[src/sv/ole_pkg.sv]
// ----------------------------------------------------------------------------
// Ordered list engine package
// Shared constants, request and status codes, and the cell command and flag types.
// ----------------------------------------------------------------------------
package ole_pkg;

   localparam int CAPACITY = 16;
   localparam int IDX_W    = (CAPACITY > 1) ? $clog2(CAPACITY) : 1;
   localparam int CNT_W    = $clog2(CAPACITY + 1);
   localparam int KEY_W    = 32;
   localparam int REQ_W    = 3;
   localparam int STAT_W   = 3;
   localparam int COUNT_W  = 5;

   localparam logic [REQ_W-1:0] REQ_CLEAR    = 3'd0;
   localparam logic [REQ_W-1:0] REQ_INS_FRT  = 3'd1;
   localparam logic [REQ_W-1:0] REQ_INS_BCK  = 3'd2;
   localparam logic [REQ_W-1:0] REQ_INS_SORT = 3'd3;
   localparam logic [REQ_W-1:0] REQ_DEL_FRT  = 3'd4;
   localparam logic [REQ_W-1:0] REQ_DEL_BCK  = 3'd5;
   localparam logic [REQ_W-1:0] REQ_DEL_KEY  = 3'd6;
   localparam logic [REQ_W-1:0] REQ_INVERT   = 3'd7;

   localparam logic [STAT_W-1:0] ST_OK        = 3'd0;
   localparam logic [STAT_W-1:0] ST_EMPTY     = 3'd1;
   localparam logic [STAT_W-1:0] ST_NOT_FOUND = 3'd2;
   localparam logic [STAT_W-1:0] ST_FULL      = 3'd3;
   localparam logic [STAT_W-1:0] ST_AT_TAIL   = 3'd4;

   localparam logic [1:0] OP_HOLD = 2'd0;
   localparam logic [1:0] OP_INS  = 2'd1;
   localparam logic [1:0] OP_DEL  = 2'd2;

   typedef struct packed {
      logic [1:0]       op;
      logic [IDX_W-1:0] pos;
      logic [KEY_W-1:0] key;
   } cell_cmd_type;

   typedef struct packed {
      logic gt;
      logic eq;
      logic tail;
   } cell_flag_type;

endpackage

[src/sv/ole_cell.sv]
// ----------------------------------------------------------------------------
// Ordered list engine cell
// Holds one entry, shifts towards or away from its neighbours on command and
// compares its entry against the probe key.
// ----------------------------------------------------------------------------
module ole_cell
   import ole_pkg::*;
(
   input  logic                    clock,
   input  logic [IDX_W-1:0]        idx,
   input  cell_cmd_type            cmd,
   input  logic [KEY_W-1:0]        left_key,
   input  logic [KEY_W-1:0]        right_key,
   input  logic [KEY_W-1:0]        probe_key,
   input  logic [CNT_W-1:0]        fill,
   output logic [KEY_W-1:0]        key_out,
   output cell_flag_type           flags
);

   logic [KEY_W-1:0] key_ff;
   logic [KEY_W-1:0] key_in;
   logic [CNT_W-1:0] idx_ext;
   logic             valid;

   assign idx_ext = CNT_W'(idx);
   assign valid   = idx_ext < fill;

   always_comb begin
      key_in = key_ff;
      unique case (cmd.op)
         OP_INS: begin
            if (idx > cmd.pos) begin
               key_in = left_key;
            end else if (idx == cmd.pos) begin
               key_in = cmd.key;
            end
         end
         OP_DEL: begin
            if (idx >= cmd.pos) begin
               key_in = right_key;
            end
         end
         default: begin
            key_in = key_ff;
         end
      endcase
   end

   always_ff @(posedge clock) begin
      key_ff <= key_in;
   end

   assign key_out    = key_ff;
   assign flags.gt   = valid && ($signed(key_ff) > $signed(probe_key));
   assign flags.eq   = valid && (key_ff == probe_key);
   assign flags.tail = (fill != '0) && (idx_ext == fill - CNT_W'(1));

endmodule

[src/sv/ordered_list_engine_unit.sv]
// ----------------------------------------------------------------------------
// Ordered list engine
// Keeps an ordered list of signed keys in a row of shifting cells.
// ----------------------------------------------------------------------------
// A request is taken into the pending status register, then its result beat is
// loaded into the result register once it drains. One request can be taken every
// cycle while the result register drains; the cells compare and shift all at once.
// Reset empties the list, restores natural order and drops any pending result.
// ----------------------------------------------------------------------------
module ordered_list_engine_unit
   import ole_pkg::*;
(
   input  logic                  clock,
   input  logic                  reset,
   input  logic                  req_tvalid,
   output logic                  req_tready,
   input  logic [KEY_W-1:0]      req_tdata,   // key
   input  logic [REQ_W-1:0]      req_tuser,   // req_type
   output logic                  rsp_tvalid,
   input  logic                  rsp_tready,
   output logic [71:0]           rsp_tdata,   // entry_count, front_key, back_key, zero fill
   output logic [STAT_W-1:0]     rsp_tuser    // status
);

   logic [CNT_W-1:0]   fill_ff, fill_in;
   logic               rev_ff, rev_in;
   logic               busy_ff, busy_in;
   logic [STAT_W-1:0]  status_ff, status_in;
   logic               rsp_valid_ff;
   logic [71:0]        rsp_data_ff;
   logic [STAT_W-1:0]  rsp_status_ff;

   logic               accept, load, full, empty;
   cell_cmd_type       cmd;
   cell_flag_type      flags [CAPACITY];
   logic [KEY_W-1:0]   keys  [CAPACITY];
   logic [KEY_W-1:0]   tail_key, front_key, back_key;
   logic [IDX_W-1:0]   first_gt, last_gt, first_eq, last_eq;
   logic               any_gt, any_eq;
   logic [IDX_W-1:0]   fill_idx, last_idx;

   genvar g;
   generate
      for (g = 0; g < CAPACITY; g++) begin : g_cell
         ole_cell u_cell (
            .clock     (clock),
            .idx       (IDX_W'(g)),
            .cmd       (cmd),
            .left_key  ((g == 0) ? '0 : keys[(g == 0) ? 0 : g - 1]),
            .right_key ((g == CAPACITY - 1) ? '0 : keys[(g == CAPACITY - 1) ? g : g + 1]),
            .probe_key (req_tdata),
            .fill      (fill_ff),
            .key_out   (keys[g]),
            .flags     (flags[g])
         );
      end
   endgenerate

   always_comb begin
      first_gt = '0;
      last_gt  = '0;
      first_eq = '0;
      last_eq  = '0;
      any_gt   = 1'b0;
      any_eq   = 1'b0;
      tail_key = '0;
      for (int i = CAPACITY - 1; i >= 0; i--) begin
         if (flags[i].gt) begin
            first_gt = IDX_W'(i);
         end
         if (flags[i].eq) begin
            first_eq = IDX_W'(i);
         end
      end
      for (int i = 0; i < CAPACITY; i++) begin
         if (flags[i].gt) begin
            last_gt = IDX_W'(i);
            any_gt  = 1'b1;
         end
         if (flags[i].eq) begin
            last_eq = IDX_W'(i);
            any_eq  = 1'b1;
         end
         if (flags[i].tail) begin
            tail_key = tail_key | keys[i];
         end
      end
   end

   assign load       = busy_ff && (!rsp_valid_ff || rsp_tready);
   assign req_tready = !busy_ff || load;
   assign accept     = req_tvalid && req_tready;
   assign full       = fill_ff == CNT_W'(CAPACITY);
   assign empty      = fill_ff == '0;
   assign fill_idx   = IDX_W'(fill_ff);
   assign last_idx   = IDX_W'(fill_ff - CNT_W'(1));

   always_comb begin
      cmd.op    = OP_HOLD;
      cmd.pos   = '0;
      cmd.key   = req_tdata;
      fill_in   = fill_ff;
      rev_in    = rev_ff;
      status_in = ST_OK;
      if (accept) begin
         unique case (req_tuser) inside
            REQ_CLEAR: begin
               fill_in = '0;
               rev_in  = 1'b0;
            end
            REQ_INS_FRT, REQ_INS_BCK, REQ_INS_SORT: begin
               if (full) begin
                  status_in = ST_FULL;
               end else begin
                  cmd.op  = OP_INS;
                  fill_in = fill_ff + CNT_W'(1);
                  if (req_tuser == REQ_INS_FRT) begin
                     cmd.pos = rev_ff ? fill_idx : '0;
                  end else if (req_tuser == REQ_INS_BCK) begin
                     cmd.pos = rev_ff ? '0 : fill_idx;
                  end else begin
                     if (!any_gt && !empty) begin
                        status_in = ST_AT_TAIL;
                     end
                     if (rev_ff) begin
                        cmd.pos = any_gt ? IDX_W'(CNT_W'(last_gt) + CNT_W'(1)) : '0;
                     end else begin
                        cmd.pos = any_gt ? first_gt : fill_idx;
                     end
                  end
               end
            end
            REQ_DEL_FRT, REQ_DEL_BCK: begin
               if (empty) begin
                  status_in = ST_EMPTY;
               end else begin
                  cmd.op  = OP_DEL;
                  fill_in = fill_ff - CNT_W'(1);
                  cmd.pos = ((req_tuser == REQ_DEL_FRT) == rev_ff) ? last_idx : '0;
               end
            end
            REQ_DEL_KEY: begin
               if (empty) begin
                  status_in = ST_EMPTY;
               end else if (!any_eq) begin
                  status_in = ST_NOT_FOUND;
               end else begin
                  cmd.op  = OP_DEL;
                  fill_in = fill_ff - CNT_W'(1);
                  cmd.pos = rev_ff ? last_eq : first_eq;
               end
            end
            default: begin
               if (empty) begin
                  status_in = ST_EMPTY;
               end else begin
                  rev_in = !rev_ff;
               end
            end
         endcase
      end
   end

   assign busy_in   = accept ? 1'b1 : (load ? 1'b0 : busy_ff);
   assign front_key = empty ? '0 : (rev_ff ? tail_key : keys[0]);
   assign back_key  = empty ? '0 : (rev_ff ? keys[0] : tail_key);

   always_ff @(posedge clock) begin
      if (reset) begin
         fill_ff      <= '0;
         rev_ff       <= 1'b0;
         busy_ff      <= 1'b0;
         rsp_valid_ff <= 1'b0;
      end else begin
         fill_ff <= fill_in;
         rev_ff  <= rev_in;
         busy_ff <= busy_in;
         if (load) begin
            rsp_valid_ff <= 1'b1;
         end else if (rsp_tready) begin
            rsp_valid_ff <= 1'b0;
         end
      end
   end

   always_ff @(posedge clock) begin
      if (accept) begin
         status_ff <= status_in;
      end
      if (load) begin
         rsp_status_ff <= status_ff;
         rsp_data_ff   <= {3'b000, back_key, front_key, COUNT_W'(fill_ff)};
      end
   end

   assign rsp_tvalid = rsp_valid_ff;
   assign rsp_tdata  = rsp_data_ff;
   assign rsp_tuser  = rsp_status_ff;

   a_fill_bound : assert property (@(posedge clock) disable iff (reset)
      fill_ff <= CNT_W'(CAPACITY))
      else $error("entry count beyond capacity");

   a_busy_after_accept : assert property (@(posedge clock) disable iff (reset)
      accept |=> busy_ff)
      else $error("accepted request not pending");

   a_clear_empties : assert property (@(posedge clock) disable iff (reset)
      accept && req_tuser == REQ_CLEAR |=> fill_ff == '0 && !rev_ff)
      else $error("clear left entries or reversed order");

   a_full_refused : assert property (@(posedge clock) disable iff (reset)
      accept && full && (req_tuser == REQ_INS_FRT || req_tuser == REQ_INS_BCK
                         || req_tuser == REQ_INS_SORT) |=> fill_ff == $past(fill_ff))
      else $error("insert into full list changed the count");

endmodule
[config.mk]
export PLATFORM = sky130hd
export DESIGN_NAME = ordered_list_engine_unit
export DESIGN_NICKNAME = d
export VERILOG_FILES = /design/src/sv/ole_pkg.sv /design/src/sv/ole_cell.sv /design/src/sv/ordered_list_engine_unit.sv
export SDC_FILE = /design/constraint.sdc
export NUM_CORES = 2
export LEC_CHECK = 0
export ABC_AREA = 1
export BUFFER_PORTS_ARGS = -buffer_cell sky130_fd_sc_hd__buf_2
export CELL_PAD_IN_SITES_DETAIL_PLACEMENT = 0
export CELL_PAD_IN_SITES_GLOBAL_PLACEMENT = 1
export CORE_MARGIN = 1
export CORE_UTILIZATION = 48
export CTS_CLUSTER_DIAMETER = 40
export DETAILED_ROUTE_END_ITERATION = 8
export PLACE_DENSITY_LB_ADDON = 0.15
export RECOVER_POWER = 100
export SLEW_MARGIN = 20
export SYNTH_ARGS = -nofsm -noshare
export SYNTH_HDL_FRONTEND = slang
export SYNTH_SLANG_ARGS = --single-unit
[constraint.sdc]
create_clock -name clock -period 8.7 [get_ports clock]
set_input_delay 0 -clock clock [delete_from_list [all_inputs] [get_ports clock]]
set_output_delay 0 -clock clock [all_outputs]
set_load 0.02 [all_outputs]
==> After elaboration in Yosys (flattened, before gate mapping) <==
Index checks and enable logic that the tools add are counted.
{ "totals": {"register_bits": 595, "out_inout_bits": 77, "input_bits": 39, "wordCells": 498} }
{ "op_classes": {"bitwise": 16, "magnitude_cmp": 64, "mux": 210, "addsub": 3, "reduce_logical": 88, "n_eq_ne": 93} }
{ "ops": {"columns": ["operator", "count"], "rows": [
  ["two-way mux 32 bit", 66],
  ["one-hot mux 32 bit (2 select lines)", 16],
  ["equality test 32 bit", 16],
  ["> comparator 32 bit", 16],
  ["OR 32 bit", 15],
  ["two-way mux 4 bit", 67],
  ["logical AND 1 bit", 51],
  ["AND reduction 3 bit", 17],
  ["!= test 3 x 1 -> 1 bit, second input constant", 16],
  ["equality test 4 x 5 -> 1 bit, first input constant", 8],
  ["less-than comparator 4 x 5 -> 1 bit, first input constant", 8],
  ["two-way mux 1 bit", 40],
  ["!= test 2 x 1 -> 1 bit, second input constant", 17],
  ["equality test 4 bit, first input constant", 8],
  [">= comparator 4 bit, first input constant", 8],
  ["> comparator 4 bit, first input constant", 8],
  ["two-way mux 5 bit", 5],
  ["two-way mux 6 bit", 4],
  ["equality test 3 x 5 -> 1 bit, first input constant", 4],
  ["less-than comparator 3 x 5 -> 1 bit, first input constant", 4],
  ["one-hot mux 5 bit (4 select lines)", 1],
  ["one-hot mux 6 bit (3 select lines)", 1],
  ["equality test 3 x 4 -> 1 bit, first input constant", 4],
  [">= comparator 3 x 4 -> 1 bit, first input constant", 4],
  ["other kinds (39)", 70]
]} }

==> Logic depth before layout (Yosys ltp) <==
{ "depth": {"word_depth": 35, "depth_mapped": 48, "ltp_nobuf": 47} }

==> By module <==
From an unflattened synthesis, not the netlist that was laid out.
{ "hier_totals": {"cells_unflattened": 7096, "area_unflattened_um2": 59379.4} }
{ "modules_own_cells": {"columns": ["mod", "n_inst", "area_per_inst_um2", "cells_per_inst", "seq_area_each_um2"], "rows": [
  ["ole_cell (g_cell[10].u_cell ...)", 15, 3271.9, 374, 960.9],
  ["ordered_list_engine_unit", 1, 7494.7, 1115, 2412.3],
  ["ole_cell (g_cell[0].u_cell)", 1, 2806.4, 371, 960.9]
]} }

==> Worst setup path before layout <==
No wires, ideal clock.
{ "synth_path": {"kind": "in2reg", "startpoint": "input port req_tdata[17]", "endpoint": "register g_cell[14].u_cell.key_ff[0] (enable)", "path_slack_ps": 2365, "setup_ps": 466, "arrival_ps": 5869, "stages": 38, "t_required_ps": 8234, "n_path_buf": 2, "cell_sequence": "inv_1 clkbuf_1 ha_1 nand2_1 inv_1 o21ai_0 a21oi_1 nor2_1 nor2_1 nor3_1 nand3b_1 nand2_1 nand2_1 nand2_1 nand2_1 nand2_1 nand2_1 nand2_1 (+2 left out) nand2_1 nand2_1 nand2_1 nand2_1 nand2_2 ha_1 nor2_1 a21oi_1 nand2_1 nand2_1 nand3_1 nand2_2 nand2_4 inv_2 nand2_4 inv_2 buf_2 o21ai_0"} }
{ "synth_via": {"elab_chain_cells": 28, "word_cells_on_any_way": 179, "classes_between": "add/sub (1); order compare (18); eq/ne (21); mux (105); reduce/logical (34)"} }
{ "synth_rtl": {"columns": ["element", "line_no", "source"], "rows": [
  ["start: declaration", "ordered_list_engine_unit.sv:17", "input logic [KEY_W-1:0] req_tdata,"],
  ["> comparator 32 bit", "ole_cell.sv:54", "assign flags.gt = valid && ($signed(key_ff) > $signed(probe_key));"],
  ["logical AND 1 bit", "ole_cell.sv:54", null],
  ["two-way mux 1 bit / two-way mux 4 bit (equally long branches)", "ordered_list_engine_unit.sv:76, ordered_list_engine_unit.sv:68", null],
  ["two-way mux 2 bit (tied with other cells)", "ordered_list_engine_unit.sv:76", "if (flags[i].gt) begin"],
  ["two-way mux 4 bit (tied with other cells) (13 in a row)", "ordered_list_engine_unit.sv:76", null],
  ["adder 4 x 1 -> 4 bit (tied with other cells)", "ordered_list_engine_unit.sv:126", "cmd.pos = any_gt ? IDX_W'(CNT_W'(last_gt) + CNT_W'(1)) : '0;"],
  ["two-way mux 4 bit, on equally long branches", "ordered_list_engine_unit.sv:126, ordered_list_engine_unit.sv:128", null],
  ["two-way mux 4 bit", "ordered_list_engine_unit.sv:125", "if (rev_ff) begin"],
  ["two-way mux 4 bit", "ordered_list_engine_unit.sv:119", "end else if (req_tuser == REQ_INS_BCK) begin"],
  ["two-way mux 4 bit", "ordered_list_engine_unit.sv:117", "if (req_tuser == REQ_INS_FRT) begin"],
  ["two-way mux 5 bit", "ordered_list_engine_unit.sv:112", "if (full) begin"],
  ["one-hot mux 6 bit (3 select lines) (*)", "ordered_list_engine_unit.sv:106", "unique case (req_tuser) inside"],
  ["two-way mux 6 bit (*)", "ordered_list_engine_unit.sv:105", "if (accept) begin"],
  ["> comparator 4 bit (tied with other cells)", "ole_cell.sv:32", "if (idx > cmd.pos) begin"],
  ["!= test 3 x 1 -> 1 bit (no line) / != test 2 x 1 -> 1 bit (equally long branches)", null, null],
  ["AND reduction 3 bit (no line) (*)", null, null],
  ["end signal: assignment", "ole_cell.sv:50", "key_ff <= key_in;"],
  ["end: declaration", "ole_cell.sv:20", "logic [KEY_W-1:0] key_ff;"]
]} }
Mark *: on every way between the ends. The rest lies on a longest branch, timed or not.
A chain may end at the register's enable or synchronous reset.

==> Final worst setup path <==
{ "layout_path": {"startpoint": "input port req_tdata[3]", "endpoint": "register g_cell[2].u_cell.key_ff[5] (enable)"} }
{ "layout_via": {"elab_chain_cells": 28, "word_cells_on_any_way": 179, "classes_between": "add/sub (1); order compare (18); eq/ne (21); mux (105); reduce/logical (34)"} }
{ "layout_rtl": {"columns": ["element", "line_no"], "rows": [
  ["> comparator 32 bit", "ole_cell.sv:54"],
  ["logical AND 1 bit", "ole_cell.sv:54"],
  ["two-way mux 1 bit / two-way mux 4 bit (equally long branches)", "ordered_list_engine_unit.sv:76, ordered_list_engine_unit.sv:68"],
  ["two-way mux 2 bit (tied with other cells)", "ordered_list_engine_unit.sv:76"],
  ["two-way mux 4 bit (tied with other cells) (13 in a row)", "ordered_list_engine_unit.sv:76"],
  ["adder 4 x 1 -> 4 bit (tied with other cells)", "ordered_list_engine_unit.sv:126"],
  ["two-way mux 4 bit, on equally long branches", "ordered_list_engine_unit.sv:126, ordered_list_engine_unit.sv:128"],
  ["two-way mux 4 bit", "ordered_list_engine_unit.sv:125"],
  ["two-way mux 4 bit", "ordered_list_engine_unit.sv:119"],
  ["two-way mux 4 bit", "ordered_list_engine_unit.sv:117"],
  ["two-way mux 5 bit", "ordered_list_engine_unit.sv:112"],
  ["one-hot mux 6 bit (3 select lines) (*)", "ordered_list_engine_unit.sv:106"],
  ["two-way mux 6 bit (*)", "ordered_list_engine_unit.sv:105"],
  ["> comparator 2 x 4 -> 1 bit (tied with other cells)", "ole_cell.sv:32"],
  ["!= test 3 x 1 -> 1 bit (no line) / != test 2 x 1 -> 1 bit (equally long branches)", null],
  ["AND reduction 3 bit (no line) (*)", null],
  ["end signal: assignment", "ole_cell.sv:50"],
  ["end: declaration", "ole_cell.sv:20"]
]} }
Marked as above.

==> summary.md <==
| Metric | Value |
|---|---|
| Die Y-Extent | 317 µm |
| Worst-skew pair later-pin latency | around 0.8 ns |
| VDD IR max | 0.181 mV |
| Tcrit/Tclk final | 89.8% |
| Synth Cell Area | 0.0476 mm² |
| Sw Pwr | 5.59 mW |
| CP dominant cell by count | nand2_1 |
| Hpwl dp | ~160 mm |
| # IOs | between 100 and 150 |
| Multi-input gate area | approximately 0.026 mm² |
| Final setup fails | 0 |
| Fraction of layout cells with a size suffix above 1 | roughly 7.3% |
| Gr usage total | 45.2% |
| # resized after CTS | 0 |
| DP Worst Slack | between 1.5 and 2 ns |
| Cells after synthesis | approximately 6200 |
| Initial antenna violation count | 15 |
| Critical Path RT | between 9 and 10 ns |
| Seq. cell area | around 0.018 mm² |
| Failing checks | capacitance limit, slew limit |
| Arrival @ worst endpoint | 8.24 ns |
| Vias in the first global route | ~46000 |
| Post-route clock skew | between 0.03 and 0.04 ns |
| Final #Nets | between 6000 and 7000 |
| Yosys warnings | 0 |
| Port bufs | around 110 |
| #FFs+latches synth | around 600 |
| Core area | 0.0983 mm² |
| FMAX | 128 MHz |
| Starting Density | 48.5% |
| CP peak stage delay | 1.63 ns |
| Routability cong. | around 1.0 |
| Final Max Slew Viols | about 600 |
| # Post-CTS Setup Buffers | 0 |
| Status | finished with violations |
| Clk pwr share | 36.5% |
| Synth area leader | edfxtp_1 |
| Top cells by count, synth | nand2_1 (1490), nand3_1 (762), a21oi_1 (628) |
| CTS buffer count | roughly 130 |
| Fin Setup TNS | 0 ns |
| Critical path class | input pin to flip-flop |
| Yosys cell types | 62 |
| Total number of vias | roughly 50000 |
| Internal cell power | between 8 and 9 mW |
| H-tree depth | 4 |
| Wire length per cell | 30.1 µm |
| Hold Fails Final Rpt | 0 |
| Register area share after synthesis | around 37% |
| Clock transition at path regs | around 0.05 ns |
| Global-route wire length before repair | between 300 and 400 mm |
| Largest net degree at the start of global routing | 150 |
| Slowest CP cell | a21oi_1 |
| CTS sink cnt | 595 |
| Slew HR | -148% |
| DR iter-0 viols | between 6000 and 7000 |
| Async SR Flop Fraction | 0% |
| Fill cells | about 9400 |
| Placement Rows | about 120 |
| Sequential share of power | 31.5% |
| Die Footprint | approximately 0.10 mm² |
| EDFF count, synth | around 590 |
| Main synth FF type | edfxtp_1 |
| Vias per std cell | 6.45 |
| Critical path endpoint category | flip-flop |
| CTS max path bufs | 3 |
| Final worst slack | 0.891 ns |
| Hold WC Path Type | input pin to flip-flop |
| Synthesized area per cell | roughly 7.7 µm² |
| Peak fanout along the critical path | 18 |
| Sw Share | around two fifths |
| Combinational share of power | around a third |
| Die width | 317 µm |
| Total Wirelength | 231 mm |
| Least-Margin Pin Slew | 3.73 ns |
| Max-cap violation count | 11 |
| Most common cell in the netlist | nand2_1 |
| Top post-synthesis cells by area | edfxtp_1 (37%), ha_1 (14%), nand2_1 (12%) |
| Post-DRT Antenna Nets | 0 |
| CP startpoint kind | input pin |
| Post-route DRC | 0 |
| Detailed-router iteration count before antenna repair | 7 |
| Tmin final | 7.81 ns |
| Leakage power total | around 24 nW |
| Cell Pwr Density | about 260 mW/mm² |
| Overflow after GRT | 0 |
| Clk root buf | clkbuf_16 |
| Area delta synth->final | 14.2% |
| CTS tree | built |
| Post-synth top area share | a little under two fifths |
| RSZ-0062 raised after global routing | no |
==> per-layer routing <==
| metal | global-route usage (%) | up-vias | share of wire [%] |
|---|---|---|---|
| met4 | 30.0 | 14 | 7.5 |
| met3 | 12.3 | 826 | 12 |
| met5 | 0 | - | 0.038 |
| li1 | - | 21800 | - |
| met1 | 56.3 | 23500 | 37 |
| met2 | 68.4 | 3512 | 43 |
==> final timing paths <==
| path | startpoint | to | slack, ns | cells past startpoint |
|---|---|---|---|---|
| max reg2reg | fill_ff[1] | g_cell[2].u_cell.key_out[5] | 0.90 | 17 |
| min reg2reg | status_ff[0] | rsp_tuser[0] | 0.41 | 0 |
| max | req_tdata[3] | g_cell[2].u_cell.key_out[5] | 0.89 | 26 |
| min | reset | rev_ff | 0.06 | 3 |
==> power by group through the flow <==
stage,sequential (mW),clock (mW),combinational [mW]
final,4.41,5.10,4.48
after global routing,4.43,5.22,4.81
after CTS,4.38,5.10,4.37
after detailed placement,4.42,0,4.33
after global placement,4.43,0,4.27
after floorplan,4.22,0,2.68
==> cell usage in the layout (no fill, tap or decap), types with 8 or more instances in the layout <==
cell / n
ha_1: 520
a211oi_1: 21
edfxtp_1: 587
inv_2: 21
clkbuf_1: 108
buf_2: 38
nand3_1: 764
nand4_1: 119
nor2_1: 284
buf_4: 120
inv_6: 10
inv_1: 603
bufinv_16: 14
o211ai_1: 51
nor3_2: 9
diode_2: 10
a31oi_1: 42
clkinv_1: 23
o21ai_1: 34
clkinv_2: 18
clkbuf_2: 9
a21oi_1: 624
clkinv_8: 8
o221ai_1: 29
nor4_2: 8
nor4_1: 14
nand2_2: 11
clkbuf_16: 132
o21a_1: 20
o21ai_0: 422
o22ai_1: 23
nor3_1: 27
dlygate4sd3_1: 43
clkinvlp_4: 13
nand2_1: 1492
buf_12: 10
a221oi_1: 21
==> sequential cells by signal (all words and copies together), names as in the netlist <==
| register | count |
|---|---|
| status_ff | 3 |
| busy_ff | 1 |
| fill_ff | 5 |
| rsp_tdata | 69 |
| g_cell.u_cell.key_out | 512 |
| rsp_tuser | 3 |
| rev_ff | 1 |
| rsp_tvalid | 1 |
==> kinds of logic after synthesis <==
logic type | Yosys count | synth area share (%)
XOR/XNOR | 5 | 0.0920
other | 1 | 0.00787
AO/OA/AOI/OAI | 1336 | 15.4
buffers and inverters | 983 | 8.39
AND/OR/NAND/NOR | 2755 | 25.1
adder cells (fa/ha/maj) | 521 | 13.7
flip-flops | 595 | 37.3
==> per-stage QoR <==
stage | hold WS (ns) | power, mW | util, % | instances | instance area (µm²)
after global placement | 0.294 | 8.69 | 50.6 | 7401 | 49800
final | 0.0574 | 14.0 | 55.3 | 7696 | 54400
after global routing | 0.0916 | 14.5 | 55.3 | 7686 | 54300
after CTS | 0.0365 | 13.8 | 55.6 | 7686 | 54700
after floorplan | 0.0691 | 6.90 | - | 6198 | 47600
after detailed placement | 0.297 | 8.75 | 50.7 | 7404 | 49800
==> cell type report <==
class | instances | share of cell area, %
clock buffers | 147 | 6.20
inverters | 627 | 4.34
diodes | 10 | 0.0460
well taps | 1287 | 2.96
repair buffers | 318 | 4.00
clock inverters | 92 | 1.88
flip-flops and latches | 595 | 32.7
multi-input cells | 4620 | 47.9
==> critical path, delay by kind of cell <==
kind	cells	cell delay, ns
AND/OR/NAND/NOR	17	3.35
buffers and inverters	6	2.86
adder cells (fa/ha/maj)	1	0.27
AO/OA/AOI/OAI	2	1.71
==> repair_timing <==
item                                    4_1_cts  5_1_grt
endpoints found under the setup margin        0        0
hold endpoints to repair                    162        0
hold buffers                                 43        0
(Power assumes the default switching activity.)
